### config.mk
export PLATFORM = sky130hd
export DESIGN_NAME = note_list_json_parser
export DESIGN_NICKNAME = d
export VERILOG_FILES = /design/src/design/nljp_pkg.sv /design/src/design/nljp_fifo.sv /design/src/design/nljp_front.sv /design/src/design/nljp_back.sv /design/src/design/note_list_json_parser.sv
export VERILOG_INCLUDE_DIRS = /design/src /design/src/design
export SDC_FILE = /design/constraint.sdc
export NUM_CORES = 1
export LEC_CHECK = 0
export ABC_AREA = 1
export BUFFER_PORTS_ARGS = -buffer_cell sky130_fd_sc_hd__buf_2
export CAP_MARGIN = 25
export CORE_MARGIN = 4
export CORE_UTILIZATION = 50
export CTS_CLUSTER_SIZE = 12
export DETAILED_ROUTE_END_ITERATION = 10
export PLACE_DENSITY = 0.69
export SYNTH_ARGS = -nofsm -noshare
export SYNTH_HDL_FRONTEND = slang
export SYNTH_SLANG_ARGS = --single-unit
### constraint.sdc
create_clock -name clk -period 7.4 [get_ports clk]
set_input_delay 1.11 -clock clk [delete_from_list [all_inputs] [get_ports clk]]
set_output_delay 1.11 -clock clk [all_outputs]
set_load 0.01 [all_outputs]
### src/design/note_list_json_parser_assert.svh
// Assertion macros for the note list parser.
// Used by the top level; no other dependencies.
`ifndef NOTE_LIST_JSON_PARSER_ASSERT_SVH
`define NOTE_LIST_JSON_PARSER_ASSERT_SVH
`ifndef SYNTHESIS
// checked only outside reset
`define NLJP_ASSERT(lbl, ck, rst_n, prop, msg) \
	lbl: assert property (@(posedge ck) disable iff (!rst_n) prop) else $error(msg);
// checked at every edge, reset included
`define NLJP_ASSERT_ALWAYS(lbl, ck, prop, msg) \
	lbl: assert property (@(posedge ck) prop) else $error(msg);
`else
`define NLJP_ASSERT(lbl, ck, rst_n, prop, msg)
`define NLJP_ASSERT_ALWAYS(lbl, ck, prop, msg)
`endif
`endif

### src/design/nljp_pkg.sv
// Shared types, constants and key tables of the note list parser.
// No dependencies.
package nljp_pkg;

	localparam int unsigned KEY_BUFFER_BYTES_DEF = 32;
	localparam logic [31:0] NOTE_COUNT_MAX_DEF   = 32'd65535;
	localparam int unsigned MID_DEPTH            = 4;
	localparam int unsigned OUT_DEPTH            = 4;

	localparam logic [1:0] KIND_NOTE  = 2'd0;
	localparam logic [1:0] KIND_DONE  = 2'd1;
	localparam logic [1:0] KIND_ERROR = 2'd2;

	localparam logic [7:0] CH_LBRACK = 8'h5B;
	localparam logic [7:0] CH_RBRACK = 8'h5D;
	localparam logic [7:0] CH_LBRACE = 8'h7B;
	localparam logic [7:0] CH_RBRACE = 8'h7D;
	localparam logic [7:0] CH_COLON  = 8'h3A;
	localparam logic [7:0] CH_COMMA  = 8'h2C;
	localparam logic [7:0] CH_QUOTE  = 8'h22;
	localparam logic [7:0] CH_ZERO   = 8'h30;
	localparam logic [7:0] CH_SPACE  = 8'h20;

	localparam logic [1:0] KEY_FREQ  = 2'd0;
	localparam logic [1:0] KEY_DUR   = 2'd1;
	localparam logic [1:0] KEY_PAUSE = 2'd2;

	typedef struct packed {
		logic [7:0] text_byte;
		logic       end_of_text;
	} in_item_t;

	typedef struct packed {
		logic [1:0]  result_kind;
		logic [31:0] note_frequency;
		logic [31:0] note_duration;
		logic [31:0] note_pause;
		logic [15:0] notes_so_far;
		logic        last_result;
	} res_item_t;

	// classified byte handed from front to back
	typedef struct packed {
		logic [7:0] text_byte;
		logic       eot;
		logic       nul;
		logic       ws;
		logic       digit;
		logic [3:0] dval;
		logic       lbrack;
		logic       rbrack;
		logic       lbrace;
		logic       rbrace;
		logic       colon;
		logic       comma;
		logic       quote;
	} cls_item_t;

	function automatic logic [3:0] key_len(input logic [1:0] k);
		logic [3:0] r;
		case (k)
			KEY_FREQ:  r = 4'd9;
			KEY_DUR:   r = 4'd8;
			KEY_PAUSE: r = 4'd5;
			default:   r = 4'd0;
		endcase
		return r;
	endfunction

	function automatic logic [7:0] key_char(input logic [1:0] k, input logic [3:0] idx);
		logic [7:0] r;
		r = 8'h00;
		case (k)
			KEY_FREQ: begin
				case (idx)
					4'd0: r = "f";
					4'd1: r = "r";
					4'd2: r = "e";
					4'd3: r = "q";
					4'd4: r = "u";
					4'd5: r = "e";
					4'd6: r = "n";
					4'd7: r = "c";
					4'd8: r = "y";
					default: r = 8'h00;
				endcase
			end
			KEY_DUR: begin
				case (idx)
					4'd0: r = "d";
					4'd1: r = "u";
					4'd2: r = "r";
					4'd3: r = "a";
					4'd4: r = "t";
					4'd5: r = "i";
					4'd6: r = "o";
					4'd7: r = "n";
					default: r = 8'h00;
				endcase
			end
			KEY_PAUSE: begin
				case (idx)
					4'd0: r = "p";
					4'd1: r = "a";
					4'd2: r = "u";
					4'd3: r = "s";
					4'd4: r = "e";
					default: r = 8'h00;
				endcase
			end
			default: r = 8'h00;
		endcase
		return r;
	endfunction

endpackage

### src/design/nljp_fifo.sv
// Small synchronous queue with full/empty flags.
// Depends on nljp_pkg for the default depth.
module nljp_fifo #(
	parameter int unsigned WIDTH = 8,
	parameter int unsigned DEPTH = nljp_pkg::MID_DEPTH
) (
	input  logic             clk,
	input  logic             arst_n,
	input  logic             push,
	input  logic [WIDTH-1:0] wdata,
	output logic             full,
	input  logic             pop,
	output logic [WIDTH-1:0] rdata,
	output logic             empty
);
	localparam int unsigned AW = (DEPTH > 1) ? $clog2(DEPTH) : 1;

	logic [WIDTH-1:0] mem_q [DEPTH];
	logic [AW:0]      wp_q;
	logic [AW:0]      rp_q;
	logic             do_wr;
	logic             do_rd;

	assign empty = (wp_q == rp_q);
	assign full  = (wp_q[AW] != rp_q[AW]) && (wp_q[AW-1:0] == rp_q[AW-1:0]);
	assign do_wr = push && !full;
	assign do_rd = pop && !empty;
	assign rdata = mem_q[rp_q[AW-1:0]];

	always_ff @(posedge clk) begin
		if (do_wr) begin
			mem_q[wp_q[AW-1:0]] <= wdata;
		end
	end

	always_ff @(posedge clk or negedge arst_n) begin
		if (!arst_n) begin
			wp_q <= '0;
			rp_q <= '0;
		end else begin
			if (do_wr) begin
				wp_q <= wp_q + 1'b1;
			end
			if (do_rd) begin
				rp_q <= rp_q + 1'b1;
			end
		end
	end
endmodule

### src/design/nljp_front.sv
// Byte classifier: tags whitespace, digits and structural characters.
// Depends on nljp_pkg.
module nljp_front (
	input  nljp_pkg::in_item_t  item,
	output nljp_pkg::cls_item_t cls
);
	import nljp_pkg::*;

	logic [7:0] b;
	logic [7:0] d;

	assign b = item.text_byte;
	assign d = b - CH_ZERO;

	always_comb begin
		cls           = '0;
		cls.text_byte = b;
		cls.eot       = item.end_of_text;
		cls.nul       = (b == 8'h00);
		cls.ws        = (b == CH_SPACE) || (b >= 8'd9 && b <= 8'd13);
		cls.digit     = (d < 8'd10);
		cls.dval      = d[3:0];
		cls.lbrack    = (b == CH_LBRACK);
		cls.rbrack    = (b == CH_RBRACK);
		cls.lbrace    = (b == CH_LBRACE);
		cls.rbrace    = (b == CH_RBRACE);
		cls.colon     = (b == CH_COLON);
		cls.comma     = (b == CH_COMMA);
		cls.quote     = (b == CH_QUOTE);
	end
endmodule

### src/design/nljp_back.sv
// Parser state machine: consumes classified bytes, writes notes and status.
// Depends on nljp_pkg.
module nljp_back #(
	parameter int unsigned KEY_BUFFER_BYTES = nljp_pkg::KEY_BUFFER_BYTES_DEF,
	parameter logic [31:0] NOTE_COUNT_MAX   = nljp_pkg::NOTE_COUNT_MAX_DEF
) (
	input  logic                clk,
	input  logic                arst_n,
	input  nljp_pkg::cls_item_t cls,
	input  logic                cls_empty,
	output logic                cls_pop,
	input  logic                res_full,
	output logic                res_push,
	output nljp_pkg::res_item_t res
);
	import nljp_pkg::*;

	localparam int unsigned KW = $clog2(KEY_BUFFER_BYTES);
	localparam logic [KW-1:0] KEY_LAST = KW'(KEY_BUFFER_BYTES - 1);
	localparam logic [15:0] CNT_CAP =
		(NOTE_COUNT_MAX < 32'd65535) ? NOTE_COUNT_MAX[15:0] : 16'hFFFF;

	typedef enum logic [3:0] {
		PH_EXPECT_BRACKET, PH_ITEM_START, PH_ITEM_WS, PH_OBJ_TOP, PH_KEY_WS,
		PH_KEY_BODY, PH_COLON, PH_NUM_FIRST, PH_NUM_BODY, PH_AFTER_VALUE,
		PH_AFTER_OBJ, PH_AFTER_CLOSE, PH_FAILED, PH_HALTED
	} phase_t;

	phase_t        ph_q, n_ph;
	logic [KW-1:0] klen_q, n_klen;
	logic [2:0]    km_q, n_km;
	logic [31:0]   acc_q, n_acc;
	logic [31:0]   hf_q, n_hf;
	logic [31:0]   hd_q, n_hd;
	logic [31:0]   hp_q, n_hp;
	logic [2:0]    fp_q, n_fp;
	logic [15:0]   cnt_q, n_cnt;
	logic          bs_q, n_bs;
	logic          ep_q, n_ep;
	logic          pend_q;
	res_item_t     pend_res_q;

	logic          do_av, do_open, do_bkey, do_close, do_halt;
	logic          emit, status_err;
	logic [2:0]    len_eq, ch_eq;
	res_item_t     note_res, stat_res;
	logic          take;

	function automatic logic resolve(input phase_t p, input logic ep);
		logic r;
		case (p)
			PH_EXPECT_BRACKET: r = 1'b1;
			PH_ITEM_START, PH_ITEM_WS, PH_AFTER_OBJ,
			PH_AFTER_CLOSE, PH_FAILED: r = 1'b0;
			PH_HALTED: r = ep;
			default: r = 1'b1;
		endcase
		return r;
	endfunction

	// incremental key compare against the three known names
	always_comb begin
		for (int k = 0; k < 3; k++) begin
			len_eq[k] = (klen_q == KW'(key_len(2'(k))));
			ch_eq[k]  = (klen_q < KW'(key_len(2'(k)))) &&
				(key_char(2'(k), klen_q[3:0]) == cls.text_byte);
		end
	end

	assign take     = !cls_empty && !res_full && !pend_q;
	assign cls_pop  = take;
	// a held status waits for room in the result queue
	assign res_push = (pend_q && !res_full) || (take && (emit || cls.eot));

	always_comb begin
		n_ph = ph_q; n_klen = klen_q; n_km = km_q; n_acc = acc_q;
		n_hf = hf_q; n_hd = hd_q; n_hp = hp_q; n_fp = fp_q;
		n_cnt = cnt_q; n_bs = bs_q; n_ep = ep_q;
		do_av = 1'b0; do_open = 1'b0; do_bkey = 1'b0;
		do_close = 1'b0; do_halt = 1'b0; emit = 1'b0;

		if (ph_q != PH_HALTED) begin
			if (cls.nul) begin
				n_ep = resolve(ph_q, ep_q);
				n_ph = PH_HALTED;
			end else begin
				case (ph_q)
					PH_EXPECT_BRACKET: begin
						if (cls.lbrack) n_ph = PH_ITEM_START;
						else if (!cls.ws) do_halt = 1'b1;
					end
					PH_ITEM_START, PH_AFTER_OBJ: begin
						if (cls.rbrack) n_ph = PH_AFTER_CLOSE;
						else if (cls.lbrace) do_open = 1'b1;
						else if (ph_q == PH_AFTER_OBJ && (cls.ws || cls.comma))
							n_ph = cls.ws ? PH_AFTER_OBJ : PH_ITEM_START;
						else if (cls.ws) n_ph = PH_ITEM_WS;
						else n_ph = PH_FAILED;
					end
					PH_ITEM_WS: begin
						if (cls.lbrace) do_open = 1'b1;
						else if (!cls.ws) n_ph = PH_FAILED;
					end
					PH_AFTER_CLOSE: begin
						if (cls.lbrace) n_bs = 1'b1;
					end
					PH_FAILED: begin
						// a brace after a broken item turns it into an error
						if (cls.lbrace) begin
							n_bs    = 1'b1;
							do_halt = 1'b1;
						end
					end
					PH_OBJ_TOP: begin
						if (cls.rbrace) do_close = 1'b1;
						else if (cls.quote) do_bkey = 1'b1;
						else if (cls.ws) n_ph = PH_KEY_WS;
						else do_halt = 1'b1;
					end
					PH_KEY_WS: begin
						if (cls.quote) do_bkey = 1'b1;
						else if (!cls.ws) do_halt = 1'b1;
					end
					PH_KEY_BODY: begin
						if (cls.quote) begin
							n_km = km_q & len_eq;
							n_ph = PH_COLON;
						end else if (klen_q >= KEY_LAST) begin
							do_halt = 1'b1;
						end else begin
							n_km   = km_q & ch_eq;
							n_klen = klen_q + 1'b1;
						end
					end
					PH_COLON: begin
						if (cls.colon) n_ph = PH_NUM_FIRST;
						else if (!cls.ws) do_halt = 1'b1;
					end
					PH_NUM_FIRST: begin
						if (cls.digit) begin
							n_acc = {28'd0, cls.dval};
							n_ph  = PH_NUM_BODY;
						end else if (!cls.ws) begin
							do_halt = 1'b1;
						end
					end
					PH_NUM_BODY: begin
						if (cls.digit) begin
							n_acc = {acc_q[28:0], 3'b000} + {acc_q[30:0], 1'b0}
								+ {28'd0, cls.dval};
						end else begin
							if (km_q[KEY_FREQ])  begin n_hf = acc_q; n_fp[0] = 1'b1; end
							if (km_q[KEY_DUR])   begin n_hd = acc_q; n_fp[1] = 1'b1; end
							if (km_q[KEY_PAUSE]) begin n_hp = acc_q; n_fp[2] = 1'b1; end
							do_av = 1'b1;
						end
					end
					PH_AFTER_VALUE: do_av = 1'b1;
					default: ;
				endcase
			end
		end

		if (do_av) begin
			if (cls.ws) n_ph = PH_AFTER_VALUE;
			else if (cls.comma) n_ph = PH_OBJ_TOP;
			else if (cls.rbrace) do_close = 1'b1;
			else if (cls.quote) do_bkey = 1'b1;
			else do_halt = 1'b1;
		end
		if (do_open) begin
			n_bs = 1'b1;
			n_hf = '0; n_hd = '0; n_hp = '0; n_fp = '0;
			n_ph = PH_OBJ_TOP;
		end
		if (do_bkey) begin
			n_klen = '0;
			n_km   = 3'b111;
			n_ph   = PH_KEY_BODY;
		end
		if (do_close) begin
			if (n_fp[1:0] != 2'b11) begin
				do_halt = 1'b1;
			end else begin
				if (cnt_q < CNT_CAP) n_cnt = cnt_q + 1'b1;
				emit = 1'b1;
				n_ph = PH_AFTER_OBJ;
			end
		end
		if (do_halt) begin
			n_ph = PH_HALTED;
			n_ep = 1'b1;
		end

		note_res                = '0;
		note_res.result_kind    = KIND_NOTE;
		note_res.note_frequency = n_hf;
		note_res.note_duration  = n_hd;
		note_res.note_pause     = n_fp[2] ? n_hp : 32'd0;
		note_res.notes_so_far   = n_cnt;
		note_res.last_result    = !cls.eot;

		status_err              = resolve(n_ph, n_ep) || !n_bs;
		stat_res                = '0;
		stat_res.result_kind    = status_err ? KIND_ERROR : KIND_DONE;
		stat_res.notes_so_far   = n_cnt;
		stat_res.last_result    = 1'b1;

		if (pend_q) res = pend_res_q;
		else if (emit) res = note_res;
		else res = stat_res;
	end

	always_ff @(posedge clk or negedge arst_n) begin
		if (!arst_n) begin
			ph_q   <= PH_EXPECT_BRACKET;
			klen_q <= '0;
			km_q   <= 3'b111;
			acc_q  <= '0;
			hf_q   <= '0;
			hd_q   <= '0;
			hp_q   <= '0;
			fp_q   <= '0;
			cnt_q  <= '0;
			bs_q   <= 1'b0;
			ep_q   <= 1'b0;
			pend_q <= 1'b0;
		end else begin
			if (pend_q && !res_full) pend_q <= 1'b0;
			if (take) begin
				if (cls.eot) begin
					// text over: back to the reset state for the next text
					ph_q   <= PH_EXPECT_BRACKET;
					klen_q <= '0;
					km_q   <= 3'b111;
					acc_q  <= '0;
					hf_q   <= '0;
					hd_q   <= '0;
					hp_q   <= '0;
					fp_q   <= '0;
					cnt_q  <= '0;
					bs_q   <= 1'b0;
					ep_q   <= 1'b0;
					pend_q <= emit;
				end else begin
					ph_q   <= n_ph;
					klen_q <= n_klen;
					km_q   <= n_km;
					acc_q  <= n_acc;
					hf_q   <= n_hf;
					hd_q   <= n_hd;
					hp_q   <= n_hp;
					fp_q   <= n_fp;
					cnt_q  <= n_cnt;
					bs_q   <= n_bs;
					ep_q   <= n_ep;
				end
			end
		end
	end

	// status that follows a note from the same byte
	always_ff @(posedge clk) begin
		if (take && cls.eot && emit) begin
			pend_res_q <= stat_res;
		end
	end
endmodule

### src/design/note_list_json_parser.sv
// Top level of the note list parser: classifier, byte queue, parser, result queue.
// Depends on nljp_pkg, nljp_front, nljp_fifo, nljp_back and the assertion header.
//
// Streaming parser for a bracketed list of note objects. Text bytes go in on a
// queue-style push/full port, one byte per cycle while the byte queue is not
// full; results come out on a queue-style empty/pop port. Each byte is
// classified on entry, waits in a four-entry byte queue, and is parsed by a
// state machine that handles one byte per cycle, unless the result queue is
// full or a status is held back, into a four-entry result queue. The result
// queue takes one write per cycle, so a final byte that both closes a note and
// ends the text has its status held back and written after the note. No
// configuration; state returns to reset after every end-of-text byte.
module note_list_json_parser #(
	parameter int unsigned KEY_BUFFER_BYTES = nljp_pkg::KEY_BUFFER_BYTES_DEF,
	parameter logic [31:0] NOTE_COUNT_MAX   = nljp_pkg::NOTE_COUNT_MAX_DEF
) (
	input  logic                clk,
	input  logic                arst_n,
	input  logic                push,
	input  nljp_pkg::in_item_t  text_item,
	output logic                full,
	input  logic                pop,
	output nljp_pkg::res_item_t result_item,
	output logic                empty
);
	import nljp_pkg::*;

	`include "note_list_json_parser_assert.svh"

	cls_item_t cls_in, cls_out;
	logic      cls_empty, cls_pop;
	logic      res_full, res_push;
	res_item_t res_wr;
	logic [$bits(cls_item_t)-1:0] cls_rdata;
	logic [$bits(res_item_t)-1:0] res_rdata;
	logic      res_is_status;
	logic      res_vals_zero;

	nljp_front u_front (
		.item (text_item),
		.cls  (cls_in)
	);

	nljp_fifo #(
		.WIDTH ($bits(cls_item_t)),
		.DEPTH (MID_DEPTH)
	) u_mid_q (
		.clk    (clk),
		.arst_n (arst_n),
		.push   (push),
		.wdata  (cls_in),
		.full   (full),
		.pop    (cls_pop),
		.rdata  (cls_rdata),
		.empty  (cls_empty)
	);

	assign cls_out = cls_item_t'(cls_rdata);

	nljp_back #(
		.KEY_BUFFER_BYTES (KEY_BUFFER_BYTES),
		.NOTE_COUNT_MAX   (NOTE_COUNT_MAX)
	) u_back (
		.clk       (clk),
		.arst_n    (arst_n),
		.cls       (cls_out),
		.cls_empty (cls_empty),
		.cls_pop   (cls_pop),
		.res_full  (res_full),
		.res_push  (res_push),
		.res       (res_wr)
	);

	nljp_fifo #(
		.WIDTH ($bits(res_item_t)),
		.DEPTH (OUT_DEPTH)
	) u_res_q (
		.clk    (clk),
		.arst_n (arst_n),
		.push   (res_push),
		.wdata  (res_wr),
		.full   (res_full),
		.pop    (pop),
		.rdata  (res_rdata),
		.empty  (empty)
	);

	assign result_item = res_item_t'(res_rdata);

	assign res_is_status = !empty && (result_item.result_kind != KIND_NOTE);
	assign res_vals_zero = (result_item.note_frequency == 32'd0) &&
		(result_item.note_duration == 32'd0) && (result_item.note_pause == 32'd0);

	`NLJP_ASSERT(a_no_write_when_full, clk, arst_n, res_push |-> !res_full, "result write while full")
	`NLJP_ASSERT(a_status_zero_values, clk, arst_n, res_is_status |-> res_vals_zero, "status values")
	`NLJP_ASSERT(a_status_is_last, clk, arst_n, res_is_status |-> result_item.last_result, "not last")
	`NLJP_ASSERT_ALWAYS(a_no_pop_when_empty, clk, cls_pop |-> !cls_empty, "byte read while empty")
endmodule
==> run_results.csv, run 1 <==
group,metric,value,unit
layout,antenna_cells,0,
timing,final_hold_viol_count,0,
layout,final_net_count,3240,
worst_setup_path,crit_start,"u_res_q.rp_q[0]",
worst_setup_path,cp_data_arrival_time,3800,ps
global_routing,antenna_found_initial,0,
clock_tree,root_buffer,"clkbuf_16",
routing,drc,0,
die,ios,130,
placed_design,dpl.hpwl,52.5,mm
placed_design,port_buffers,129,
die,dieWidth,264,µm
worst_setup_path,required,6290,ps
routing,vias_per_cell,5.73,
clock_tree,cts_resized,0,
global_routing,grt_pass1_vias,23000,
clock_tree,postCtsSetupRepairBufs,0,
timing,rsz0062_at_grt,"no",
worst_setup_path,crit_path_frequent_cell,"buf_4",
timing,finalSetupViolCount,0,
outcome,outcome,"completed",
timing,clock.fmax,203,MHz
clock_tree,clk_pin_slew,60,ps
clock_tree,clock_sinks,728,
die,core_area,64700,µm²
routing,vias,23300,
timing,fin_worst_skew,28.0,ps
yosys,synth-seq-area-share,0.640,
layout,synthToLayoutAreaGrowth,12.1,%
clock_tree,clk_latency,630,ps
worst_setup_path,critPathKind,"reg2out",
routing,antenna_left,0,
timing,finalMaxSlewViolations,0,
global_routing,grt_max_degree,104,
worst_setup_path,slowest_delay,800,ps
yosys,synth_warnings,0,
power_and_ir_drop,leakagePower,13.9,nW
yosys,async_flop_share,0.239,
clock_tree,htreeDepth,3,
timing,fin_setup_tns,0,ps
die,row_count,93,
worst_setup_path,worstRegToRegCells,26,
worst_setup_path,cp-start-kind,"flop",
routing,wl_per_cell,20.2,µm
worst_setup_path,path_delay_family,"buffers and inverters",
timing,fin_crit,4910,ps
yosys,postSynthAreaPerCell,10.7,µm²
yosys,synth_edf_count,554,
clock_tree,cts_buffer_depth,3,
clock_tree,cts-hold-fix-buffers,0,
worst_setup_path,endpoint_kind,"output port",
yosys,syn_area,32800,µm²
worst_setup_path,rr_endpoint,"u_back.acc_q[28]",
worst_setup_path,crit_fanout,100,
layout,nFillCells,5391,
placed_design,routabilityCongestion,0.916,
yosys,ys_seq_elements,728,
global_routing,grt_pass1_wl,129,mm
layout,drive_above_1_share,0.105,
die,dieArea,69700,µm²
die,die_height,264,µm
yosys,synth_top_flop_cell,"edfxtp_1",
timing,fin_hold_ws,411,ps
worst_setup_path,rr_startpoint,"u_mid_q.rp_q[1]",
yosys,netlist_instances,3067,
routing,drt_iter0_drc,2259,
die,start_util,0.507,
power_and_ir_drop,powerDensity,441,nW/µm²
power_and_ir_drop,peakVddDrop,0.410,mV
global_routing,grt-ovfl-total,0,
yosys,synth_cell_types,60,
worst_setup_path,endpoint,"result_item[28]",
timing,min_period_over_period,0.664,
routing,drt-pass1-iter-count,6,
global_routing,grt_use_total,0.230,
min_path,min_path_type,"in2async",
timing,worst_pin_slew,1050,ps
job,cap_viol_max_count,0,
timing,slew_headroom,0.295,
clock_tree,cts_buffers,77,
routing,wirelength,82.0,mm
clock_tree,cts_tree,"done",
worst_setup_path,cp_slowest_cell,"dfrtp_4",
worst_setup_path,path_cells,"buf_4 > buf_4 > buf_16 > o21ai_0 > o22ai_1 > buf_2",
worst_setup_path,path_depth,6,
yosys,syn_nets,3163,
worst_setup_path,r2r_setup_slack,2650,ps
worst_setup_path,path_buf_inv,4,
synthesized netlist by cell type, drive strengths merged (2+ instances only):
cell	n	area (µm²)
fa	2	40.0
a21oi	66	342
a21boi	2	15.0
xor2	28	260
clkbuf	127	477
o2111ai	5	43.8
o32ai	2	17.5
inv	227	852
o21ai	395	1990
buf	38	211
o221ai	2	17.5
o211ai	100	751
nand2	462	1800
nand3	88	483
o21bai	2	15.0
nand4	12	75.1
nor4	3	18.8
ha	81	1010
nor3	19	111
o22a	2	17.5
edfxtp	554	16600
xnor2	13	114
o31ai	2	15.0
dfrtp	171	4280
and2	2	12.5
o21a	3	22.5
a31oi	9	56.3
nand3b	3	35.0
o22ai	180	1130
dfstp	3	78.8
or2	2	12.5
nor2	453	1770
power breakdown:
group / internal, mW / switching [mW] / total, mW / leakage [nW]
clock: 2.21 / 1.53 / 3.74 / 1.19
combinational: 1.75 / 4.47 / 6.22 / 5.29
sequential: 5.78 / 0.467 / 6.24 / 7.43
total: 9.74 / 6.46 / 16.2 / 13.9
cell type report:
cell class | count | area (µm²) | area share
sequential | 728 | 21000 | 0.571
clock inverter | 20 | 220 | 0.00599
multi-input combinational | 1946 | 10300 | 0.281
timing repair buffer | 163 | 1050 | 0.0287
clock buffer | 121 | 2230 | 0.0606
tap | 855 | 1070 | 0.0291
inverter | 228 | 867 | 0.0236
layer usage:
layer  track usage  vias up  routed length [µm]  part of all wire
met5             0        -                   0                 0
met4        0.0661        0                1830             0.022
met3        0.0318      106                4340             0.053
met2         0.399      703               41200              0.50
met1         0.306    11500               34700              0.42
li1              -    11000                   -                 -
kinds of logic after synthesis:
kind of cell             synth area share
AO/OA/AOI/OAI                       0.137
XOR/XNOR                           0.0114
adder cells (fa/ha/maj)            0.0321
buffers and inverters              0.0471
flip-flops                          0.640
AND/OR/NAND/NOR                     0.132
worst min path at each step:
stage | end | slack, ps | cells past startpoint
floorplan | u_back.km_q[0] | 440 | 2
global placement | u_back.hp_q[9] | 470 | 2
detailed placement | u_back.km_q[0] | 470 | 2
CTS | u_mid_q.rp_q[1] | 390 | 1
global route | u_mid_q.rp_q[1] | 420 | 1
finish | u_mid_q.rp_q[2] | 410 | 1
flip-flops by register name (all words and copies together), names as in the netlist, 4 cells and up:
signal and flops:
u_back.klen_q 5, u_mid_q.mem_q 76, u_back.hf_q 32, u_back.pend_res_q 18, u_back.cnt_q 16, u_res_q.mem_q 460, u_back.acc_q 32, u_back.hd_q 32
u_back.ph_q 4, u_back.hp_q 32
layout by cell type (no fill, tap or decap), types with 5 or more instances in the layout:
| master | netlist | layout |
|---|---|---|
| edfxtp_1 | 554 | 554 |
| nand2_1 | 449 | 449 |
| nor2_1 | 440 | 435 |
| o21ai_0 | 367 | 367 |
| inv_1 | 214 | 211 |
| o22ai_1 | 180 | 180 |
| dfrtp_1 | 171 | 169 |
| buf_2 | 19 | 128 |
| o211ai_1 | 100 | 100 |
| nand3_1 | 81 | 81 |
| ha_1 | 81 | 81 |
| clkbuf_16 | 0 | 80 |
| a21oi_1 | 65 | 65 |
| clkbuf_1 | 127 | 34 |
| xor2_1 | 26 | 26 |
| buf_4 | 4 | 24 |
| o21ai_1 | 24 | 23 |
| nor3_1 | 17 | 17 |
| inv_2 | 13 | 14 |
| nor2_4 | 8 | 14 |
| xnor2_1 | 13 | 13 |
| nand4_1 | 12 | 12 |
| a31oi_1 | 9 | 9 |
| inv_6 | 0 | 9 |
| nand2_4 | 7 | 8 |
| clkbuf_8 | 0 | 7 |
| buf_12 | 0 | 7 |
| nand3_2 | 6 | 6 |
| clkinv_2 | 1 | 5 |
| nand2_2 | 6 | 5 |
| o2111ai_1 | 5 | 5 |
| clkinv_1 | 0 | 5 |
metrics by stage:
stage / util / power [mW] / cells / worst slack, ps / instance area [µm²]
after floorplan: - / 10.4 / 3067 / 201 / 32800
after global placement: 0.529 / 12.4 / 3917 / 2680 / 34200
after detailed placement: 0.529 / 12.5 / 3917 / 2620 / 34200
after CTS: 0.567 / 16.3 / 4058 / 2100 / 36700
after global routing: 0.568 / 17.2 / 4061 / 2270 / 36800
final: 0.568 / 16.2 / 4061 / 2490 / 36800
Power figures use the tool's default switching activity.
==> run 2: changes to the inputs <==
Settings changed: PLACE_DENSITY 0.69 to 0.67.
Clock period 7.4 ns to 4.6 ns, I/O delays scaled along.
==> run 2 against run 1 <==
  * Worst setup slack lost 2100 ps
  * Register-to-register slack got worse by 2200 ps
  * First-iteration DRC count decreased by 16%
  * Clock power up 56%
  * Power rose by 60%
  * Critical path depth is 20 higher
  * Largest power group is now combinational cells
  * Highest routed layer unchanged
==> run_results.csv, run 2 (same netlist as run 1, synthesis figures left out) <==
group,metric,value,unit
clock_tree,clk_latency,620,ps
worst_setup_path,slowest_delay,580,ps
layout,fin_area,36700,µm²
timing,fin_hold_ws,88.7,ps
worst_setup_path,rr_startpoint,"u_mid_q.rp_q[0]",
worst_setup_path,crit_fanout,15,
placed_design,port_buffers,129,
global_routing,grt_use_total,0.233,
layout,layout_common_cells,"edfxtp_1, nand2_1, nor2_1",
layout,drive_above_1_share,0.108,
clock_tree,root_buffer,"clkbuf_16",
worst_setup_path,rr_endpoint,"u_back.acc_q[28]",
timing,finalSetupViolCount,0,
die,die_height,264,µm
worst_setup_path,critPathKind,"reg2reg",
worst_setup_path,cp_slowest_cell,"fa_1",
timing,finalMaxSlewViolations,0,
die,ios,130,
routing,drc,0,
global_routing,antenna_found_initial,2,
outcome,outcome,"completed",
placed_design,placed_area,34300,µm²
routing,wirelength,83.0,mm
layout,synthToLayoutAreaGrowth,12.0,%
layout,final_common_cell,"edfxtp_1",
timing,rsz0062_at_grt,"no",
clock_tree,cts_buffers,78,
worst_setup_path,crit_path_frequent_cell,"nand2_1",
global_routing,grt_pass1_vias,23100,
layout,final_net_count,3248,
layout,largest_register_ffs,460,
die,row_count,93,
worst_setup_path,required,5080,ps
routing,antenna_left,0,
worst_setup_path,crit_start,"u_mid_q.rp_q[0]",
timing,slew_headroom,0.0522,
die,dieArea,69700,µm²
job,cap_viol_max_count,0,
power_and_ir_drop,powerDensity,707,nW/µm²
routing,vias_per_cell,5.70,
die,dieWidth,264,µm
global_routing,gr-usage-met3,0.0451,
global_routing,met1_usage,0.311,
routing,vias,23200,
placed_design,routabilityCongestion,0.909,
clock_tree,htreeDepth,3,
global_routing,grt_max_degree,232,
global_routing,grt_busiest_layer,"met2",
worst_setup_path,r2r_setup_slack,430,ps
worst_setup_path,cp-start-kind,"flop",
timing,clock.fmax,240,MHz
clock_tree,cts_buffer_depth,3,
clock_tree,clk_pin_slew,60,ps
die,start_util,0.507,
global_routing,grtUsageMet2,0.387,
routing,drt-pass1-iter-count,8,
worst_setup_path,endpoint,"u_back.acc_q[28]",
routing,drt_iter0_drc,1899,
timing,min_period_over_period,0.907,
timing,fin_crit,4170,ps
power_and_ir_drop,leakagePower,13.9,nW
worst_setup_path,worstRegToRegCells,26,
worst_setup_path,endpoint_kind,"flop",
global_routing,grt_pass1_wl,129,mm
power_and_ir_drop,total_power,25.9,mW
worst_setup_path,cp_data_arrival_time,4650,ps
power_and_ir_drop,peakVddDrop,0.604,mV
die,core_area,64700,µm²
clock_tree,clock_sinks,728,
routing,wl_per_cell,20.4,µm
global_routing,grt-ovfl-total,0,
min_path,min_path_type,"in2async",
clock_tree,cts_tree,"done",
timing,final_hold_viol_count,0,
timing,fin_worst_skew,21.4,ps
placed_design,dpl.hpwl,51.9,mm
timing,worst_pin_slew,1420,ps
-- run 2: layout make-up --
| type | count | area [µm²] |
|---|---|---|
| Fill cell | 5436 | 28000 |
| Sequential cell | 728 | 21000 |
| Multi-Input combinational cell | 1946 | 10300 |
| Clock buffer | 118 | 2240 |
| Timing Repair Buffer | 170 | 1100 |
| Tap cell | 855 | 1070 |
| Inverter | 228 | 865 |
| Clock inverter | 23 | 140 |
| Antenna cell | 1 | 2.50 |
-- run 2: worst min-delay path by stage --
stage | slack (ps) | endpoint | depth (start not counted) | from
after detailed placement | 470 | u_back.km_q[0] | 2 | u_back.km_q[0]
after floorplan | 390 | u_back.acc_q[0] | 0 | arst_n
after global placement | 460 | u_back.km_q[0] | 2 | u_back.km_q[0]
after global routing | 100 | u_back.hf_q[27] | 1 | arst_n
after CTS | 70 | u_back.acc_q[22] | 1 | arst_n
final | 90 | u_back.acc_q[31] | 1 | arst_n
-- run 2: what timing repair did --
action | CTS | global route
setup endpoints to repair | 0 | 3
hold buffers | 0 | 0
resized for setup | 0 | 1
buffers inserted | 0 | 0
-- run 2: where the power goes --
part	internal [mW]	leakage [nW]	total [mW]	switching (mW)
logic	2.89	5.33	10.2	7.32
clock network	3.36	1.15	5.83	2.47
registers	9.30	7.43	9.91	0.614
total	15.5	13.9	25.9	10.4
-- run 2: per-stage QoR --
step                TNS (ps)  utilization  worst slack (ps)  cells
floorplan            -233950            -              -678   3067
global placement           0        0.530               438   3926
detailed placement         0        0.530               356   3926
CTS                        0        0.567               325   4067
global route               0        0.568              46.8   4069
finish                     0        0.568               426   4069
-- run 2: critical path, delay by kind of cell, from the launching register on --
kind	cells	cell delay, ps
adder cells (fa/ha/maj)	2	1010
AO/OA/AOI/OAI	3	570
AND/OR/NAND/NOR	17	1500
flip-flops	1	500
buffers and inverters	4	460
-- run 2: per-layer routing --
layer,vias to the layer above,part of all wire
met5,-,0
met4,0,0.031
met3,141,0.062
met2,728,0.48
met1,11300,0.42
li1,11000,-
